File: src/design/bresenham_line_stepper_defines.svh
// ----------------------------------------------------------------------------
// Bresenham line stepper assertion macros
// Shared concurrent assertion forms used by the line stepper RTL.
// ----------------------------------------------------------------------------
`ifndef BRESENHAM_LINE_STEPPER_DEFINES_SVH
`define BRESENHAM_LINE_STEPPER_DEFINES_SVH

// Same-cycle implication, disabled while reset is asserted.
`define BLS_ASSERT_NOW(label, clk, rst_n, ante, cons, msg) \
  label: assert property (@(posedge clk) disable iff (!rst_n) (ante) |-> (cons)) \
    else $error(msg);

// Next-cycle implication, disabled while reset is asserted.
`define BLS_ASSERT_NEXT(label, clk, rst_n, ante, cons, msg) \
  label: assert property (@(posedge clk) disable iff (!rst_n) (ante) |=> (cons)) \
    else $error(msg);

`endif

File: src/design/bls_pkg.sv
// ----------------------------------------------------------------------------
// Bresenham line stepper package
// Widths, opcodes, word layouts and the line state record.
// ----------------------------------------------------------------------------
package bls_pkg;

  localparam int COORD_BITS = 11;
  localparam int COLOR_BITS = 32;
  localparam int DELTA_BITS = COORD_BITS + 1;
  localparam int ERR_BITS   = COORD_BITS + 3;

  // input word layout, lowest bit first
  localparam int IN_XS_LSB    = 0;
  localparam int IN_YS_LSB    = IN_XS_LSB + COORD_BITS;
  localparam int IN_XE_LSB    = IN_YS_LSB + COORD_BITS;
  localparam int IN_YE_LSB    = IN_XE_LSB + COORD_BITS;
  localparam int IN_COL_LSB   = IN_YE_LSB + COORD_BITS;
  localparam int IN_FIELD_W   = IN_COL_LSB + COLOR_BITS;
  localparam int IN_DATA_W    = ((IN_FIELD_W + 7) / 8) * 8;

  localparam int OUT_FIELD_W  = 2 * COORD_BITS + COLOR_BITS;
  localparam int OUT_DATA_W   = ((OUT_FIELD_W + 7) / 8) * 8;

  localparam logic OP_START = 1'b0;
  localparam logic OP_STEP  = 1'b1;

  typedef logic [COORD_BITS-1:0] coord_t;

  typedef struct packed {
    logic                       active;
    coord_t                     cur_x;
    coord_t                     cur_y;
    coord_t                     tgt_x;
    coord_t                     tgt_y;
    logic signed [ERR_BITS-1:0] err;
    logic                       x_dec;
    logic                       y_dec;
    logic [DELTA_BITS-1:0]      tdx;
    logic [DELTA_BITS-1:0]      tdy;
    logic                       x_major;
    logic [COLOR_BITS-1:0]      color;
  } line_state_t;

  typedef struct packed {
    logic [COLOR_BITS-1:0] color;
    coord_t                y;
    coord_t                x;
    logic                  last;
  } pixel_t;

endpackage

File: src/design/bls_setup.sv
// ----------------------------------------------------------------------------
// Bresenham line setup
// Derives directions, doubled deltas, major axis and initial error of a line.
// ----------------------------------------------------------------------------
module bls_setup (
  input  logic [bls_pkg::COORD_BITS-1:0] x_start,
  input  logic [bls_pkg::COORD_BITS-1:0] y_start,
  input  logic [bls_pkg::COORD_BITS-1:0] x_end,
  input  logic [bls_pkg::COORD_BITS-1:0] y_end,
  input  logic [bls_pkg::COLOR_BITS-1:0] draw_color,
  output bls_pkg::line_state_t           setup_state
);
  import bls_pkg::*;

  logic                       x_dec;
  logic                       y_dec;
  coord_t                     adx;
  coord_t                     ady;
  logic [DELTA_BITS-1:0]      tdx;
  logic [DELTA_BITS-1:0]      tdy;
  logic                       x_major;
  logic signed [ERR_BITS-1:0] err_init;

  always_comb begin
    x_dec   = x_end < x_start;
    y_dec   = y_end < y_start;
    adx     = x_dec ? (x_start - x_end) : (x_end - x_start);
    ady     = y_dec ? (y_start - y_end) : (y_end - y_start);
    tdx     = {adx, 1'b0};
    tdy     = {ady, 1'b0};
    // equal deltas fall to the y-major branch
    x_major = adx > ady;
    if (x_major) begin
      err_init = $signed(ERR_BITS'(tdy)) - $signed(ERR_BITS'(adx));
    end else begin
      err_init = $signed(ERR_BITS'(tdx)) - $signed(ERR_BITS'(ady));
    end

    setup_state.active  = 1'b1;
    setup_state.cur_x   = x_start;
    setup_state.cur_y   = y_start;
    setup_state.tgt_x   = x_end;
    setup_state.tgt_y   = y_end;
    setup_state.err     = err_init;
    setup_state.x_dec   = x_dec;
    setup_state.y_dec   = y_dec;
    setup_state.tdx     = tdx;
    setup_state.tdy     = tdy;
    setup_state.x_major = x_major;
    setup_state.color   = draw_color;
  end

endmodule

File: src/design/bls_step.sv
// ----------------------------------------------------------------------------
// Bresenham line step
// Produces the current pixel; steps one major-axis unit, or closes the line at its end.
// ----------------------------------------------------------------------------
module bls_step (
  input  bls_pkg::line_state_t cur_state,
  output bls_pkg::line_state_t next_state,
  output bls_pkg::pixel_t      pixel
);
  import bls_pkg::*;

  logic                       at_end;
  logic                       err_pos;
  logic [DELTA_BITS-1:0]      td_major;
  logic [DELTA_BITS-1:0]      td_minor;
  logic signed [ERR_BITS-1:0] err_sub;
  logic                       move_x;
  logic                       move_y;

  always_comb begin
    at_end   = cur_state.x_major ? (cur_state.cur_x == cur_state.tgt_x)
                                 : (cur_state.cur_y == cur_state.tgt_y);
    err_pos  = cur_state.err > $signed(ERR_BITS'(0));
    td_major = cur_state.x_major ? cur_state.tdx : cur_state.tdy;
    td_minor = cur_state.x_major ? cur_state.tdy : cur_state.tdx;
    err_sub  = err_pos ? $signed(ERR_BITS'(td_major)) : $signed(ERR_BITS'(0));
    // major axis always moves, minor axis only on positive error
    move_x   = cur_state.x_major | err_pos;
    move_y   = ~cur_state.x_major | err_pos;

    pixel.color = cur_state.color;
    pixel.last  = at_end;
    pixel.x     = at_end ? cur_state.tgt_x : cur_state.cur_x;
    pixel.y     = at_end ? cur_state.tgt_y : cur_state.cur_y;

    next_state = cur_state;
    if (at_end) begin
      next_state.active = 1'b0;
    end else begin
      next_state.err = cur_state.err - err_sub + $signed(ERR_BITS'(td_minor));
      if (move_x) begin
        next_state.cur_x = cur_state.x_dec ? (cur_state.cur_x - coord_t'(1))
                                           : (cur_state.cur_x + coord_t'(1));
      end
      if (move_y) begin
        next_state.cur_y = cur_state.y_dec ? (cur_state.cur_y - coord_t'(1))
                                           : (cur_state.cur_y + coord_t'(1));
      end
    end
  end

endmodule

File: src/design/bresenham_line_stepper.sv
// ----------------------------------------------------------------------------
// Bresenham line stepper
// Integer line rasteriser: one start word loads a line, each step word
// returns the next pixel of it.
// ----------------------------------------------------------------------------
// Usage:
//   in_*  : command words. in_tuser is the opcode (0 start, 1 step).
//           A start word loads both endpoints and the colour and returns
//           nothing; a start during a line drops that line.
//   out_* : pixel words, one per step word while a line is in progress.
//           out_tlast marks the end point, after which the line is closed.
//           A step word with no line in progress is consumed silently.
//   Latency: a pixel appears on out_* the cycle after its step word is
//   taken. Throughput: one word per cycle when not stalled; the whole step
//   is one pass of compare and add logic, line state to output register.
//   Stall: the output register holds while out_tready is low, and in_tready
//   drops only while that register is full and not being drained.
//   Reset: rst_n low for one edge closes any line and empties the output.
// ----------------------------------------------------------------------------
`include "bresenham_line_stepper_defines.svh"

module bresenham_line_stepper (
  input  logic                          clk,
  input  logic                          rst_n,
  input  logic                          in_tvalid,
  output logic                          in_tready,
  // in_tdata: x_start, y_start, x_end, y_end, draw_color, zero fill
  input  logic [bls_pkg::IN_DATA_W-1:0] in_tdata,
  // in_tuser: opcode
  input  logic                          in_tuser,
  output logic                          out_tvalid,
  input  logic                          out_tready,
  // out_tdata: pixel_x, pixel_y, pixel_color, zero fill
  output logic [bls_pkg::OUT_DATA_W-1:0] out_tdata,
  output logic                          out_tlast
);
  import bls_pkg::*;

  line_state_t state_r;
  line_state_t setup_state;
  line_state_t step_state;
  pixel_t      step_pixel;
  pixel_t      pix_r;
  logic        out_valid_r;
  logic        in_fire;
  logic        step_fire;

  bls_setup u_setup (
    .x_start     (in_tdata[IN_XS_LSB +: COORD_BITS]),
    .y_start     (in_tdata[IN_YS_LSB +: COORD_BITS]),
    .x_end       (in_tdata[IN_XE_LSB +: COORD_BITS]),
    .y_end       (in_tdata[IN_YE_LSB +: COORD_BITS]),
    .draw_color  (in_tdata[IN_COL_LSB +: COLOR_BITS]),
    .setup_state (setup_state)
  );

  bls_step u_step (
    .cur_state  (state_r),
    .next_state (step_state),
    .pixel      (step_pixel)
  );

  assign in_tready = ~out_valid_r | out_tready;
  assign in_fire   = in_tvalid & in_tready;
  assign step_fire = in_fire & (in_tuser == OP_STEP) & state_r.active;

  always_ff @(posedge clk) begin
    if (!rst_n) begin
      state_r.active <= 1'b0;
      out_valid_r    <= 1'b0;
    end else begin
      if (in_fire && (in_tuser == OP_START)) begin
        state_r <= setup_state;
      end else if (step_fire) begin
        state_r <= step_state;
      end
      // load a fresh pixel word, or drop the one just taken
      if (step_fire) begin
        out_valid_r <= 1'b1;
        pix_r       <= step_pixel;
      end else if (out_tready) begin
        out_valid_r <= 1'b0;
      end
    end
  end

  assign out_tvalid = out_valid_r;
  assign out_tlast  = pix_r.last;
  assign out_tdata  = OUT_DATA_W'({pix_r.color, pix_r.y, pix_r.x});

  `BLS_ASSERT_NEXT(a_start_opens, clk, rst_n,
    in_fire && (in_tuser == OP_START), state_r.active, "start did not open a line")
  `BLS_ASSERT_NEXT(a_last_closes, clk, rst_n,
    step_fire && step_pixel.last, !state_r.active, "end point left the line open")
  `BLS_ASSERT_NEXT(a_idle_step_silent, clk, rst_n,
    in_fire && (in_tuser == OP_STEP) && !state_r.active && out_tready, !out_valid_r,
    "step with no line produced a word")
  `BLS_ASSERT_NEXT(a_major_x_moves, clk, rst_n,
    step_fire && !step_pixel.last && state_r.x_major,
    state_r.cur_x != $past(state_r.cur_x), "x-major step did not move x")
  `BLS_ASSERT_NEXT(a_major_y_moves, clk, rst_n,
    step_fire && !step_pixel.last && !state_r.x_major,
    state_r.cur_y != $past(state_r.cur_y), "y-major step did not move y")

endmodule

File: config.mk
export PLATFORM = sky130hd
export DESIGN_NAME = bresenham_line_stepper
export DESIGN_NICKNAME = d
export VERILOG_FILES = /design/src/design/bls_pkg.sv /design/src/design/bls_setup.sv /design/src/design/bls_step.sv /design/src/design/bresenham_line_stepper.sv
export VERILOG_INCLUDE_DIRS = /design/src /design/src/design
export SDC_FILE = /design/constraint.sdc
export NUM_CORES = 1
export LEC_CHECK = 0
export ABC_AREA = 0
export BUFFER_PORTS_ARGS = -buffer_cell sky130_fd_sc_hd__buf_2
export CORE_MARGIN = 5
export CORE_UTILIZATION = 55
export CTS_CLUSTER_DIAMETER = 100
export DETAILED_ROUTE_END_ITERATION = 8
export GPL_ROUTABILITY_DRIVEN = 0
export GPL_TIMING_DRIVEN = 1
export PLACE_DENSITY = 0.76
export SLEW_MARGIN = 30
export SYNTH_ARGS = -nofsm -noshare
export SYNTH_HDL_FRONTEND = slang
export SYNTH_SLANG_ARGS = --single-unit
File: constraint.sdc
create_clock -name clk -period 11.36 [get_ports clk]
set_input_delay 0.568 -clock clk [delete_from_list [all_inputs] [get_ports clk]]
set_output_delay 0.568 -clock clk [all_outputs]
set_load 0.01 [all_outputs]
==> impl_metrics.xml <==
<?xml version="1.0" encoding="UTF-8"?>
<metrics>
  <group name="finish">
    <metric name="layout-area-overhead-vs-synth" unit="%">13.69</metric>
    <metric name="final_common_cell" unit="">sky130_fd_sc_hd__edfxtp_1</metric>
    <metric name="final_cell_area" unit="um2">13290</metric>
    <metric name="area_used_by_multi_input_combinational_logic" unit="um2">5911</metric>
    <metric name="mostFrequentLayoutCells" unit="">sky130_fd_sc_hd__edfxtp_1 (170), sky130_fd_sc_hd__buf_2 (137), sky130_fd_sc_hd__inv_1 (136)</metric>
    <metric name="drive_above_1_share" unit="%">15.77</metric>
    <metric name="n_fill_cell" unit="">1675</metric>
    <metric name="ff_latch_area" unit="um2">5145</metric>
    <metric name="fin_nets" unit="">1496</metric>
  </group>
  <group name="drt">
    <metric name="dr.pass1.iters" unit="">5</metric>
    <metric name="drt_first_iter_violations" unit="">584</metric>
    <metric name="drc_errors" unit="">0</metric>
    <metric name="totalWireLength" unit="um">26940</metric>
    <metric name="postRouteAntennaNets" unit="">0</metric>
    <metric name="post_drt_wl_per_cell" unit="um">17.01</metric>
    <metric name="number_of_vias_after_detailed_routing" unit="">8763</metric>
    <metric name="drt-vias-per-instance" unit="">5.532</metric>
  </group>
  <group name="placement">
    <metric name="dpl-instance-area" unit="um2">12690</metric>
    <metric name="count_of_input_and_output_buffers" unit="">137</metric>
    <metric name="detailedPlacementHpwl" unit="um">20530</metric>
  </group>
  <group name="yosys">
    <metric name="synth.ff_latch_count" unit="">172</metric>
    <metric name="number_of_enable_flip_flop_cells_after_synthesis" unit="">170</metric>
    <metric name="synth_top_cells_by_area" unit="">sky130_fd_sc_hd__edfxtp_1 (44%), sky130_fd_sc_hd__ha_1 (11%), sky130_fd_sc_hd__xnor2_1 (4.6%)</metric>
    <metric name="synth_largest_area_cell" unit="">sky130_fd_sc_hd__edfxtp_1</metric>
    <metric name="synth_top_cell_area_share" unit="%">43.66</metric>
    <metric name="synth-async-reset-ratio" unit="%">0</metric>
    <metric name="syn-instance-count" unit="">1161</metric>
    <metric name="netlist_area" unit="um2">11690</metric>
    <metric name="postSynthAreaPerCell" unit="um2">10.07</metric>
    <metric name="yosys_most_used_dff" unit="">sky130_fd_sc_hd__edfxtp_1</metric>
    <metric name="synth_cell_type_count" unit="">71</metric>
    <metric name="yosysSeqAreaShare" unit="%">44.01</metric>
    <metric name="synth-warning-count" unit="">0</metric>
  </group>
  <group name="sta">
    <metric name="finalClockSkew" unit="ps">10.30</metric>
    <metric name="layout_worst_path_cycle_share" unit="%">49.04</metric>
    <metric name="fmax" unit="MHz">179.5</metric>
    <metric name="tightestPinTransition" unit="ps">926.0</metric>
    <metric name="timing.final.max_slew_violations" unit="">0</metric>
    <metric name="hold_violations" unit="">0</metric>
    <metric name="final.hold.worst_slack" unit="ps">407.3</metric>
    <metric name="post-route-min-period" unit="ps">5570</metric>
    <metric name="timing.max_slew.rel_slack" unit="%">38.27</metric>
    <metric name="setup_viol_count_final" unit="">0</metric>
    <metric name="grt_setup_unrepaired" unit="">no</metric>
    <metric name="final.setup.tns" unit="ps">0</metric>
  </group>
  <group name="floorplanning">
    <metric name="die_height" unit="um">155.8</metric>
    <metric name="boundaryPins" unit="">144</metric>
    <metric name="core" unit="um2">20960</metric>
    <metric name="row_count" unit="">53</metric>
    <metric name="starting_density_of_the_core" unit="%">55.79</metric>
    <metric name="dieArea" unit="um2">24270</metric>
    <metric name="dieWidth" unit="um">155.8</metric>
  </group>
  <group name="power_and_ir_drop">
    <metric name="p_clk_share" unit="%">28.5</metric>
    <metric name="comb_power_share" unit="%">35.5</metric>
    <metric name="ir_worst_vdd" unit="mV">0.1104</metric>
    <metric name="power.static_leakage" unit="nW">5.797</metric>
    <metric name="switchingPower" unit="uW">700.2</metric>
    <metric name="swShare" unit="%">34.39</metric>
    <metric name="power_density" unit="nW/um2">153.2</metric>
    <metric name="power.share.sequential" unit="%">36.0</metric>
    <metric name="internal-power" unit="mW">1.336</metric>
    <metric name="post-layout-total-power" unit="mW">2.036</metric>
  </group>
  <group name="grt">
    <metric name="grt_overflow" unit="">0</metric>
    <metric name="grt_max_degree" unit="">58</metric>
    <metric name="initial_antenna_violation_count" unit="">2</metric>
    <metric name="grt_pass1_wl" unit="um">43440</metric>
    <metric name="overall_routing_resource_usage" unit="%">22.40</metric>
    <metric name="grt_pass1_vias" unit="">8835</metric>
  </group>
  <group name="hold_path">
    <metric name="hold_path.class" unit="">primary input to flip-flop</metric>
    <metric name="worst_hold_path.num_cells" unit="">2</metric>
  </group>
  <group name="clock_network">
    <metric name="hold_bufs_at_cts" unit="">0</metric>
    <metric name="cts_root_buf" unit="">sky130_fd_sc_hd__clkbuf_16</metric>
    <metric name="post_cts.repair.setup_buffers" unit="">0</metric>
    <metric name="ctsLongestPathBuffers" unit="">2</metric>
    <metric name="tritoncts_clock_tree" unit="">built</metric>
    <metric name="clkLatencyLatePin" unit="ps">430</metric>
    <metric name="number_of_buffers_created_by_cts" unit="">17</metric>
    <metric name="clock_sink_count" unit="">172</metric>
    <metric name="cts_max_level" unit="">4</metric>
    <metric name="cts.reportedPaths.clkPinSlew" unit="ps">70</metric>
    <metric name="cts-resized-gates" unit="">0</metric>
  </group>
  <group name="critical_path">
    <metric name="timing.critical_path.from_type" unit="">primary input</metric>
    <metric name="timing.setup.critical_path_class" unit="">primary input to flip-flop</metric>
    <metric name="worst-endpoint-arrival" unit="ps">5760</metric>
    <metric name="crit_path_end_kind" unit="">flip-flop</metric>
    <metric name="crit_path_max_fanout" unit="">19</metric>
    <metric name="worst-r2r-cell-count" unit="">20</metric>
    <metric name="timing.critical_path.required" unit="ps">11550</metric>
  </group>
  <group name="job">
    <metric name="cap_violations" unit="">0</metric>
  </group>
  <group name="run_status">
    <metric name="result_of_the_run" unit="">complete, no violations</metric>
  </group>
</metrics>
[registers in the layout, indices dropped and copies added (netlist names)]
signal,cells
out_tdata,54
state_r,116
out_tlast,1
out_tvalid,1
[power groups by stage]
stage | clock [mW] | sequential (mW) | combinational, mW
2_1_floorplan | 0 | 0.747 | 0.551
6_report | 0.580 | 0.734 | 0.722
3_5_place_dp | 0 | 0.747 | 0.709
5_1_grt | 0.619 | 0.735 | 0.805
3_3_place_gp | 0 | 0.747 | 0.688
4_1_cts | 0.590 | 0.733 | 0.715
[metal layers]
metal / routed length, um / part of all wire (%) / vias to the layer above / GRT usage, %
met1: 11410 / 42 / 4156 / 28.76
li1: - / - / 4308 / -
met5: 0 / 0 / - / 0
met3: 1472 / 5.5 / 47 / 3.245
met4: 825 / 3.1 / 0 / 8.920
met2: 13240 / 49 / 252 / 38.35
[critical path, stage by stage]
cell	delay [ps]
sky130_fd_sc_hd__buf_2	120
sky130_fd_sc_hd__inv_1	80
sky130_fd_sc_hd__ha_1	300
sky130_fd_sc_hd__nor2b_1	150
sky130_fd_sc_hd__o31a_1	290
sky130_fd_sc_hd__o31ai_4	270
sky130_fd_sc_hd__nand2_2	280
sky130_fd_sc_hd__a211o_1	360
sky130_fd_sc_hd__a31oi_1	150
sky130_fd_sc_hd__o21ai_0	150
sky130_fd_sc_hd__a21oi_1	190
sky130_fd_sc_hd__o21ai_0	110
sky130_fd_sc_hd__xnor2_1	510
sky130_fd_sc_hd__inv_1	150
sky130_fd_sc_hd__ha_1	330
sky130_fd_sc_hd__nand4_1	90
sky130_fd_sc_hd__nor2_1	230
sky130_fd_sc_hd__nand3_1	140
sky130_fd_sc_hd__o2bb2ai_2	680
sky130_fd_sc_hd__nor2_1	280
sky130_fd_sc_hd__a32oi_1	230
sky130_fd_sc_hd__o21ai_1	80
[cells in the mapped netlist (16+ instances only)]
cell type	number
sky130_fd_sc_hd__a21o_1	19
sky130_fd_sc_hd__fa_1	19
sky130_fd_sc_hd__a21oi_1	75
sky130_fd_sc_hd__clkbuf_1	20
sky130_fd_sc_hd__mux2i_1	33
sky130_fd_sc_hd__nor2_1	126
sky130_fd_sc_hd__and2_1	38
sky130_fd_sc_hd__xor2_1	16
sky130_fd_sc_hd__nor2b_1	16
sky130_fd_sc_hd__xnor2_1	62
sky130_fd_sc_hd__nand2_1	94
sky130_fd_sc_hd__o21ai_0	45
sky130_fd_sc_hd__ha_1	99
sky130_fd_sc_hd__inv_1	136
sky130_fd_sc_hd__edfxtp_1	170
[path summary, 6_finish.rpt]
check | start | to | slack (ps)
max | in_tdata[1] | state_r[70] | 5790
max reg2reg | state_r[72] | state_r[69] | 6170
min reg2reg | state_r[28] | out_tdata[50] | 420
min | in_tdata[69] | state_r[25] | 410
[through the flow]
step	setup WS (ps)	cells	utilization, %
4_1_cts	5840	1581	63.39
3_5_place_dp	5400	1549	60.54
3_3_place_gp	5444	1548	60.41
5_1_grt	5289	1583	63.42
6_report	5790	1584	63.43
2_1_floorplan	6011	1162	-
[area by class of cell]
type,instances,share of cell area (%)
antenna,3,0.05648
inverter,137,3.869
tap,275,2.589
timing repair buffer,146,5.818
sequential,172,38.71
multi-input combinational,819,44.47
clock inverter,15,1.290
clock buffer,17,3.201
[cell families (layout without fill, tap and decap cells)]
logic type / Yosys count / after routing / share of synthesized area [%]
mux: 40 / 40 / 3.532
flops: 172 / 172 / 44.01
buf+inv: 171 / 315 / 5.694
xor+xnor: 78 / 78 / 5.843
simple gates: 340 / 340 / 13.43
other cells: 1 / 5 / 0.03208
compound gates: 234 / 234 / 13.00
fa+ha+maj: 125 / 125 / 14.46
Note: power is estimated with default switching activity, not from simulation.
